`src/hdl/sidasc_pkg.sv`:
```
// Shared constants and types for the signed integer to decimal ASCII converter.
package sidasc_pkg;

    localparam int VALUE_BITS_DEF = 32;
    localparam int CHAR_W         = 6;
    localparam int LEN_W          = 4;
    localparam int SUM_W          = 5;

    localparam logic [CHAR_W-1:0] CH_ZERO  = 6'd48;
    localparam logic [CHAR_W-1:0] CH_MINUS = 6'd45;

    typedef struct packed {
        logic clear;
        logic bit_shift;
        logic bit_in;
        logic digit_shift;
    } t_dab_ctrl;

endpackage

```
`src/hdl/signed_int_to_decimal_ascii.sv`:
```
// Top level: converts a signed integer into a run of decimal ASCII characters.
//
// The input channel (i_valid / o_ready) takes one two's-complement value per
// transfer. The output channel (o_valid / i_ready) delivers one character per
// transfer, most significant first, with a leading '-' for negative values.
// Every character carries the total length of the text, and the final one
// carries o_last. Zero gives the single character '0'.
//
// After a transfer in, the magnitude is shifted into a BCD register one bit
// per cycle by the bit-serial shift-and-add-3 loop, then leading zero digits
// are dropped one per cycle, then one character is loaded per cycle while
// the output register is free. The next value is taken no earlier than the
// cycle after its predecessor's last character is loaded into the output
// register.
//
// A stalled receiver simply holds the output register; the converter waits
// until the register is free before loading the next character. Reset
// returns the controller to idle and empties the output register.
module signed_int_to_decimal_ascii #(
    parameter int VALUE_BITS = sidasc_pkg::VALUE_BITS_DEF
) (
    input  logic                          i_clk,
    input  logic                          i_rst_n,
    input  logic                          i_valid,
    output logic                          o_ready,
    input  logic signed [VALUE_BITS-1:0]  i_value,
    output logic                          o_valid,
    input  logic                          i_ready,
    output logic [sidasc_pkg::CHAR_W-1:0] o_character,
    output logic [sidasc_pkg::LEN_W-1:0]  o_length,
    output logic                          o_last
);

    // Digits of the largest magnitude, 2^(VALUE_BITS-1).
    localparam int NUM_DIGITS = ((VALUE_BITS - 1) * 30103) / 100000 + 1;
    localparam int ND_W       = $clog2(NUM_DIGITS + 1);
    localparam int BC_W       = $clog2(VALUE_BITS);

    localparam logic [2:0] ST_IDLE = 3'd0;
    localparam logic [2:0] ST_CONV = 3'd1;
    localparam logic [2:0] ST_SKIP = 3'd2;
    localparam logic [2:0] ST_SIGN = 3'd3;
    localparam logic [2:0] ST_EMIT = 3'd4;

    logic [2:0]                    r_state, n_state;
    logic [VALUE_BITS-1:0]         r_mag, n_mag;
    logic                          r_neg, n_neg;
    logic [BC_W-1:0]               r_bcnt, n_bcnt;
    logic [ND_W-1:0]               r_nd, n_nd;
    logic [sidasc_pkg::LEN_W-1:0]  r_len, n_len;
    logic                          r_ovalid, n_ovalid;
    logic [sidasc_pkg::CHAR_W-1:0] r_char, n_char;
    logic [sidasc_pkg::LEN_W-1:0]  r_olen, n_olen;
    logic                          r_olast, n_olast;

    sidasc_pkg::t_dab_ctrl         w_ctrl;
    logic [3:0]                    w_top;
    logic                          w_in_xfer;
    logic                          w_out_free;
    logic [sidasc_pkg::SUM_W-1:0]  w_sum;

    sidasc_dabble #(
        .NUM_DIGITS(NUM_DIGITS)
    ) u_dabble (
        .i_clk  (i_clk),
        .i_ctrl (w_ctrl),
        .o_top  (w_top)
    );

    assign o_ready    = (r_state == ST_IDLE);
    assign w_in_xfer  = i_valid && o_ready;
    // The output register can take a character when empty or being drained.
    assign w_out_free = !r_ovalid || i_ready;
    assign w_sum      = sidasc_pkg::SUM_W'(r_nd) + sidasc_pkg::SUM_W'(r_neg);

    always_comb begin
        n_state  = r_state;
        n_mag    = r_mag;
        n_neg    = r_neg;
        n_bcnt   = r_bcnt;
        n_nd     = r_nd;
        n_len    = r_len;
        n_char   = r_char;
        n_olen   = r_olen;
        n_olast  = r_olast;
        n_ovalid = r_ovalid && !i_ready;
        w_ctrl   = '0;
        w_ctrl.bit_in = r_mag[VALUE_BITS-1];

        case (r_state)
            ST_IDLE: begin
                if (w_in_xfer) begin
                    // The magnitude is taken unsigned, so the most negative
                    // value needs no special handling.
                    n_neg  = i_value[VALUE_BITS-1];
                    n_mag  = i_value[VALUE_BITS-1] ? (~i_value + 1'b1) : i_value;
                    n_bcnt = BC_W'(VALUE_BITS - 1);
                    w_ctrl.clear = 1'b1;
                    n_state = ST_CONV;
                end
            end
            ST_CONV: begin
                w_ctrl.bit_shift = 1'b1;
                n_mag  = {r_mag[VALUE_BITS-2:0], 1'b0};
                n_bcnt = r_bcnt - 1'b1;
                if (r_bcnt == '0) begin
                    n_nd    = ND_W'(NUM_DIGITS);
                    n_state = ST_SKIP;
                end
            end
            ST_SKIP: begin
                // Drop leading zeros, but always keep the units digit.
                if (r_nd == ND_W'(1) || w_top != 4'd0) begin
                    n_len   = w_sum[sidasc_pkg::LEN_W-1:0];
                    n_state = r_neg ? ST_SIGN : ST_EMIT;
                end else begin
                    w_ctrl.digit_shift = 1'b1;
                    n_nd = r_nd - 1'b1;
                end
            end
            ST_SIGN: begin
                if (w_out_free) begin
                    n_ovalid = 1'b1;
                    n_char   = sidasc_pkg::CH_MINUS;
                    n_olen   = r_len;
                    n_olast  = 1'b0;
                    n_state  = ST_EMIT;
                end
            end
            ST_EMIT: begin
                if (w_out_free) begin
                    n_ovalid = 1'b1;
                    n_char   = sidasc_pkg::CH_ZERO + {2'b00, w_top};
                    n_olen   = r_len;
                    n_olast  = (r_nd == ND_W'(1));
                    w_ctrl.digit_shift = 1'b1;
                    n_nd = r_nd - 1'b1;
                    if (r_nd == ND_W'(1)) begin
                        n_state = ST_IDLE;
                    end
                end
            end
            default: begin
                n_state = ST_IDLE;
            end
        endcase
    end

    always_ff @(posedge i_clk) begin
        if (!i_rst_n) begin
            r_state  <= ST_IDLE;
            r_ovalid <= 1'b0;
        end else begin
            r_state  <= n_state;
            r_ovalid <= n_ovalid;
        end
    end

    always_ff @(posedge i_clk) begin
        r_mag   <= n_mag;
        r_neg   <= n_neg;
        r_bcnt  <= n_bcnt;
        r_nd    <= n_nd;
        r_len   <= n_len;
        r_char  <= n_char;
        r_olen  <= n_olen;
        r_olast <= n_olast;
    end

    assign o_valid     = r_ovalid;
    assign o_character = r_char;
    assign o_length    = r_olen;
    assign o_last      = r_olast;

    // Only the sign or a decimal digit ever leaves the block.
    a_char_range: assert property (@(posedge i_clk) disable iff (!i_rst_n)
        o_valid |-> (o_character == sidasc_pkg::CH_MINUS ||
                     (o_character >= sidasc_pkg::CH_ZERO &&
                      o_character <= sidasc_pkg::CH_ZERO + 6'd9)))
        else $error("character out of range");

    // A sign is never the final character.
    a_sign_not_last: assert property (@(posedge i_clk) disable iff (!i_rst_n)
        o_valid && o_character == sidasc_pkg::CH_MINUS |-> !o_last)
        else $error("sign marked last");

    // An accepted value always starts the bit-serial conversion.
    a_start_conv: assert property (@(posedge i_clk) disable iff (!i_rst_n)
        w_in_xfer |=> r_state == ST_CONV)
        else $error("conversion did not start");

    // Emission never runs out of digits.
    a_emit_digits: assert property (@(posedge i_clk) disable iff (!i_rst_n)
        r_state == ST_EMIT || r_state == ST_SKIP |-> r_nd != '0)
        else $error("digit count underflow");

endmodule

```
`src/hdl/sidasc_dabble.sv`:
```
// BCD shift register: shift-and-add-3 conversion one bit per cycle, digit unload.
module sidasc_dabble #(
    parameter int NUM_DIGITS = 10
) (
    input  logic                 i_clk,
    input  sidasc_pkg::t_dab_ctrl i_ctrl,
    output logic [3:0]           o_top
);

    localparam int BCD_W = 4 * NUM_DIGITS;

    logic [BCD_W-1:0] r_bcd;
    logic [BCD_W-1:0] n_bcd;
    logic [BCD_W-1:0] w_adj;

    // Each digit of five or more gets three added before it is doubled.
    always_comb begin
        for (int d = 0; d < NUM_DIGITS; d++) begin
            if (r_bcd[4*d +: 4] >= 4'd5) begin
                w_adj[4*d +: 4] = r_bcd[4*d +: 4] + 4'd3;
            end else begin
                w_adj[4*d +: 4] = r_bcd[4*d +: 4];
            end
        end
    end

    always_comb begin
        n_bcd = r_bcd;
        if (i_ctrl.clear) begin
            n_bcd = '0;
        end else if (i_ctrl.bit_shift) begin
            n_bcd = {w_adj[BCD_W-2:0], i_ctrl.bit_in};
        end else if (i_ctrl.digit_shift) begin
            n_bcd = {r_bcd[BCD_W-5:0], 4'd0};
        end
    end

    always_ff @(posedge i_clk) begin
        r_bcd <= n_bcd;
    end

    assign o_top = r_bcd[BCD_W-1 -: 4];

endmodule

```
`config.mk`:
```
export PLATFORM = sky130hd
export DESIGN_NAME = signed_int_to_decimal_ascii
export DESIGN_NICKNAME = d
export VERILOG_FILES = /design/src/hdl/sidasc_pkg.sv /design/src/hdl/signed_int_to_decimal_ascii.sv /design/src/hdl/sidasc_dabble.sv
export SDC_FILE = /design/constraint.sdc
export NUM_CORES = 1
export LEC_CHECK = 0
export BUFFER_PORTS_ARGS = -buffer_cell sky130_fd_sc_hd__buf_4
export CAP_MARGIN = 30
export CORE_AREA = 2 2 114 116
export DETAILED_ROUTE_END_ITERATION = 10
export DIE_AREA = 0 0 116 118
export PLACE_DENSITY = 0.67
export SYNTH_ARGS = -nofsm -noshare
export SYNTH_HDL_FRONTEND = slang
export SYNTH_HIERARCHICAL = 1
export SYNTH_SLANG_ARGS = --single-unit
```
`constraint.sdc`:
```
create_clock -name i_clk -period 5.35 [get_ports i_clk]
set_input_delay 0.2675 -clock i_clk [delete_from_list [all_inputs] [get_ports i_clk]]
set_output_delay 0.2675 -clock i_clk [all_outputs]
set_load 0.01 [all_outputs]
```
### Word-level counts from Yosys, hierarchy flattened

Index checks and enable logic that the tools add are counted.

| word-level totals | value |
|---|---|
| bits in registers | 101 |
| bits of input ports | 36 |
| output and inout bits | 13 |
| word-level logic and storage cells | 113 |

| cells by class | value |
|---|---|
| add/sub/neg operators | 15 |
| $lt $le $gt $ge | 10 |
| eq/ne operators | 12 |
| muxes and demuxes | 43 |
| bitwise operators | 1 |
| reductions and logical operators | 21 |

Operator list:

| cell | number |
|---|---|
| $mux W40 | 2 |
| $mux W32 | 2 |
| $pmux W32 S2 | 1 |
| $mux W4 | 12 |
| $ge A4 B3 Y1 const B | 10 |
| $add A4 B2 Y4 const B | 9 |
| $add A32 B1 Y32 const B | 1 |
| $not A32 Y32 | 1 |
| $mux W3 | 8 |
| $pmux W3 S5 | 1 |
| $mux W6 | 2 |
| $ne A2 B2 Y1 const B | 6 |
| $pmux W4 S3 | 1 |
| $pmux W6 S2 | 1 |
| $pmux W5 S2 | 1 |
| $mux W1 | 9 |
| $reduce_and A2 Y1 | 4 |
| $add A5 B5 Y6 const A | 1 |
| $eq A3 B2 Y1 const B | 2 |
| $reduce_and A6 Y1 | 1 |
| $reduce_bool A2 Y1 | 3 |
| $logic_not A5 Y1 | 1 |
| $mux W5 | 1 |
| $sub A5 B1 Y5 const B | 1 |
| 17 further kinds | 21 |

### Depth between registers and ports, before layout

| logic depth | value |
|---|---|
| word-level depth | 6 |
| gate-level depth with buffers | 12 |

### Hierarchy

Netlist, hierarchy kept.

By module, submodules not included:

| module | times used | cells an instance | area an instance (um2) | sequential area each (um2) |
|---|---|---|---|---|
| signed_int_to_decimal_ascii | 1 | 331 | 3385.7 | 1761.7 |
| sidasc_dabble | 1 | 319 | 2688.8 | 800.8 |

### Least setup slack after synthesis

Ideal clock, no wire load.

| path | value |
|---|---|
| kind | register to register |
| start | register r_state[0] |
| end | register u_dabble.r_bcd[6] |
| library setup time | 0.073 ns |
| data arrival time | 2.234 ns |
| slack | 3.042 ns |
| stages on the path, launching flop included | 11 |
| path buffers | 4 |
| period minus slack after synthesis | 2.308 ns |
| path through | dfxtp_1 nor2b_1 nand2b_1 clkbuf_1 inv_1 clkbuf_1 clkbuf_1 inv_2 buf_6 or4_4 o211ai_2 |

RTL lines:

| item | line | source |
|---|---|---|
| from (decl) | signed_int_to_decimal_ascii.sv:45 | `logic [2:0] r_state, n_state;` |
| from (signal assigned) | signed_int_to_decimal_ascii.sv:154 | `r_state <= n_state;` |
| to (signal assigned) | sidasc_dabble.sv:39 | `r_bcd <= n_bcd;` |
| to (decl) | sidasc_dabble.sv:12 | `logic [BCD_W-1:0] r_bcd;` |

### Worst setup path in the final report

| path | value |
|---|---|
| start | register r_state[0] |
| end | register u_dabble.r_bcd[22] |

| on the way | value |
|---|---|
| longest elaborated chain between the ends | 4 |

RTL lines:

| item |
|---|
| parallel branches: the longest is 4 deep, another holds $eq A3 B3 Y1 |

Several ways; the timed one is not identified.
A chain may end at the register's enable or synchronous reset.

==> impl_metrics.yaml <==
setup_path:
  cp_cell_sequence: "nor2b_1 -> nand2b_1 -> buf_4 -> inv_2 -> inv_2 -> or4_1 -> o211ai_1"
  critPathMaxFanout: 44
  slowest_delay_ps: 650
  cp_common_cell: "inv_2"
  endpoint_kind: "flip-flop"
  required_ps: 5620
  start_kind: "flip-flop"
  r2r_slack_ps: 2320
  reg2reg_depth: 7
  path_buf_inv: 3
  crit_type: "flip-flop to flip-flop"
  crit_arrival_ps: 3300
  slowest_stage: "or4_1"
  regToRegEndpoint: "u_dabble/r_bcd[22]"
  rr_startpoint: "r_state[0]"
  path_delay_family: "buffers and inverters"
cts:
  cts_buffer_depth: 2
  cts_root_buf: "clkbuf_16"
  tritoncts: "done"
  numCtsBuffers: 9
  insertion_delay_ps: 350
  cts_resized: 0
  cts_hold_buf: 0
  postCtsSetupBuffers: 0
  clock_sinks: 100
  h-tree-depth: 3
  path_clk_slew_ps: 70
placement:
  place_area_um2: 6451
  pre_cts_slack_ps: 2339
  hpwl_um: 8379
  io_buffers: 47
  gp_congestion: 0.8594
sta:
  timing.final.crit_share_pct: 56.68
  fin_crit_ps: 3032
  rsz0062_at_grt: "no"
  tns_ps: 0
  tightestPinTransition_ps: 885.2
  setup_viol: 0
  finalMaxSlewViolations: 0
  skew_ps: 5.167
  max_freq_ghz: 0.3298
  hold_viol: 0
  timing.final.ws_setup_ps: 2318
  slew_headroom_pct: 40.99
yosys:
  synth-async-reset-ratio_pct: 0
  syn_nets: 713
  synth.distinct_cells: 60
  yosys_warnings: 6
  ys_ff_latch: 100
  yosysTopAreaCell: "edfxtp_1"
  syn_area_um2: 6075
  synth-main-ff-cell: "edfxtp_1"
  synthMostInstantiatedCell: "edfxtp_1"
  synth_edf_count: 56
  syn_area_per_cell_um2: 9.346
  synth-seq-area-share_pct: 42.18
  synth_common_cells: "56 x edfxtp_1, 53 x a21oi_1, 50 x o21ai_0"
  synth_cells: 650
  yosysTopAreaCellShare_pct: 27.68
  synth_area_leaders: "edfxtp_1 28%, dfxtp_1 15%, ha_1 5.6%"
finish:
  fillers: 1132
  final_nets: 732
  utilization_pct: 54.38
  finalInstanceArea_um2: 6751
  area_growth_pct: 11.14
  drive_gt1_share_pct: 12.76
  diodes: 0
floorplanning:
  coreArea_um2: 12410
  start_util_pct: 48.93
  die-area_um2: 13690
  io_pins: 49
  die_h_um: 118
  die_w_um: 116
  rows: 41
power_and_ir_drop:
  p_per_area_nw_per_um2: 476.9
  ir_drop_mv: 0.1972
  leakage_nw: 2.402
routing:
  route.met3.wl_um: 434
  viasPerCell: 5.649
  dr.pass1.iters: 4
  vias: 4779
  highest_layer: "met4"
  wl_met1_um: 5936
  met2_length_um: 5966
  wl_per_cell_um: 14.78
  drtIter0Drc: 355
  wl_um: 12500
  post-route-drc-count: 0
  ant_nets: 0
global_route:
  grt_first_pass_wirelength_um: 21250
  grt_pass1_vias: 4488
  grt_max_degree: 62
  grt-ovfl-total: 0
  grtUsageTotal_pct: 19.04
  antenna_found_initial: 0
status:
  outcome: "completed"
min_path:
  worstHoldStart: "i_rst_n"
  hold_class: "input port to flip-flop"
  hold_depth: 2
  hold-path-endpoint: "r_state[1]"
job:
  max_cap_viol_count: 0
[state kept, by name, summed over array words and instances (netlist names), 3 cells and up]
name,count
r_nd,4
r_mag,32
r_len,4
o_length,4
o_character,5
u_dabble/r_bcd,40
r_state,3
r_bcnt,5
[final cells by class]
class	count	area (µm²)	share of cell area (%)
multi-input combinational	472	3163	46.85
sequential	100	2562	37.95
timing repair buffer	52	390.4	5.782
clock buffer	10	229.0	3.391
tap	172	215.2	3.188
inverter	34	127.6	1.890
clock inverter	6	63.81	0.9451
[per-stage QoR]
| stage | power (mW) | std cells | hold WS (ps) |
|---|---|---|---|
| 6_report | 3.220 | 846 | 173.6 |
| 2_1_floorplan | 2.285 | 650 | 366.4 |
| 4_1_cts | 3.233 | 845 | 162.0 |
| 5_1_grt | 3.473 | 846 | 181.2 |
| 3_5_place_dp | 2.579 | 829 | 405.7 |
| 3_3_place_gp | 2.534 | 829 | 403.8 |
[placed cells by master (no fill, tap or decap), drive strengths merged, types with 26 or more instances in the layout]
cell and count:
edfxtp 56, o21ai 55, a21oi 53, buf 52
dfxtp 44, nand2 41, nor2 38, inv 35
nor3 34, mux2i 27, ha 27, xor2 26
[kinds of logic after synthesis]
group                    after synthesis  synth area share [%]
buffers and inverters                 78                 5.808
multiplexers                          28                 4.634
AO/OA/AOI/OAI                        176                 18.43
adder cells (fa/ha/maj)               27                 5.561
other                                  1               0.06173
XOR/XNOR                              33                 4.758
flip-flops                           100                 42.18
AND/OR/NAND/NOR                      207                 18.56
[worst max path at each step]
stage	slack, ps	endpoint	cells past startpoint	from
floorplan	3040	u_dabble/r_bcd[6]	10	r_state[0]
global placement	2460	u_dabble/r_bcd[22]	7	r_state[0]
detailed placement	2340	u_dabble/r_bcd[22]	7	r_state[0]
CTS	2320	u_dabble/r_bcd[22]	7	r_state[0]
global route	2040	u_dabble/r_bcd[22]	7	r_state[0]
finish	2320	u_dabble/r_bcd[22]	7	r_state[0]
[metal layers]
layer	global-route usage, %	vias to the layer above
met5	0	-
met4	5.729	0
met3	3.913	10
met2	30.37	69
met1	25.95	2273
li1	-	2427
[power by group]
part           total, mW  switching [mW]  internal [mW]
logic               1.23           0.788          0.446
registers           1.34           0.187           1.15
clock network      0.648           0.285          0.362
total               3.22            1.26           1.96
Power figures use the tool's default switching activity.
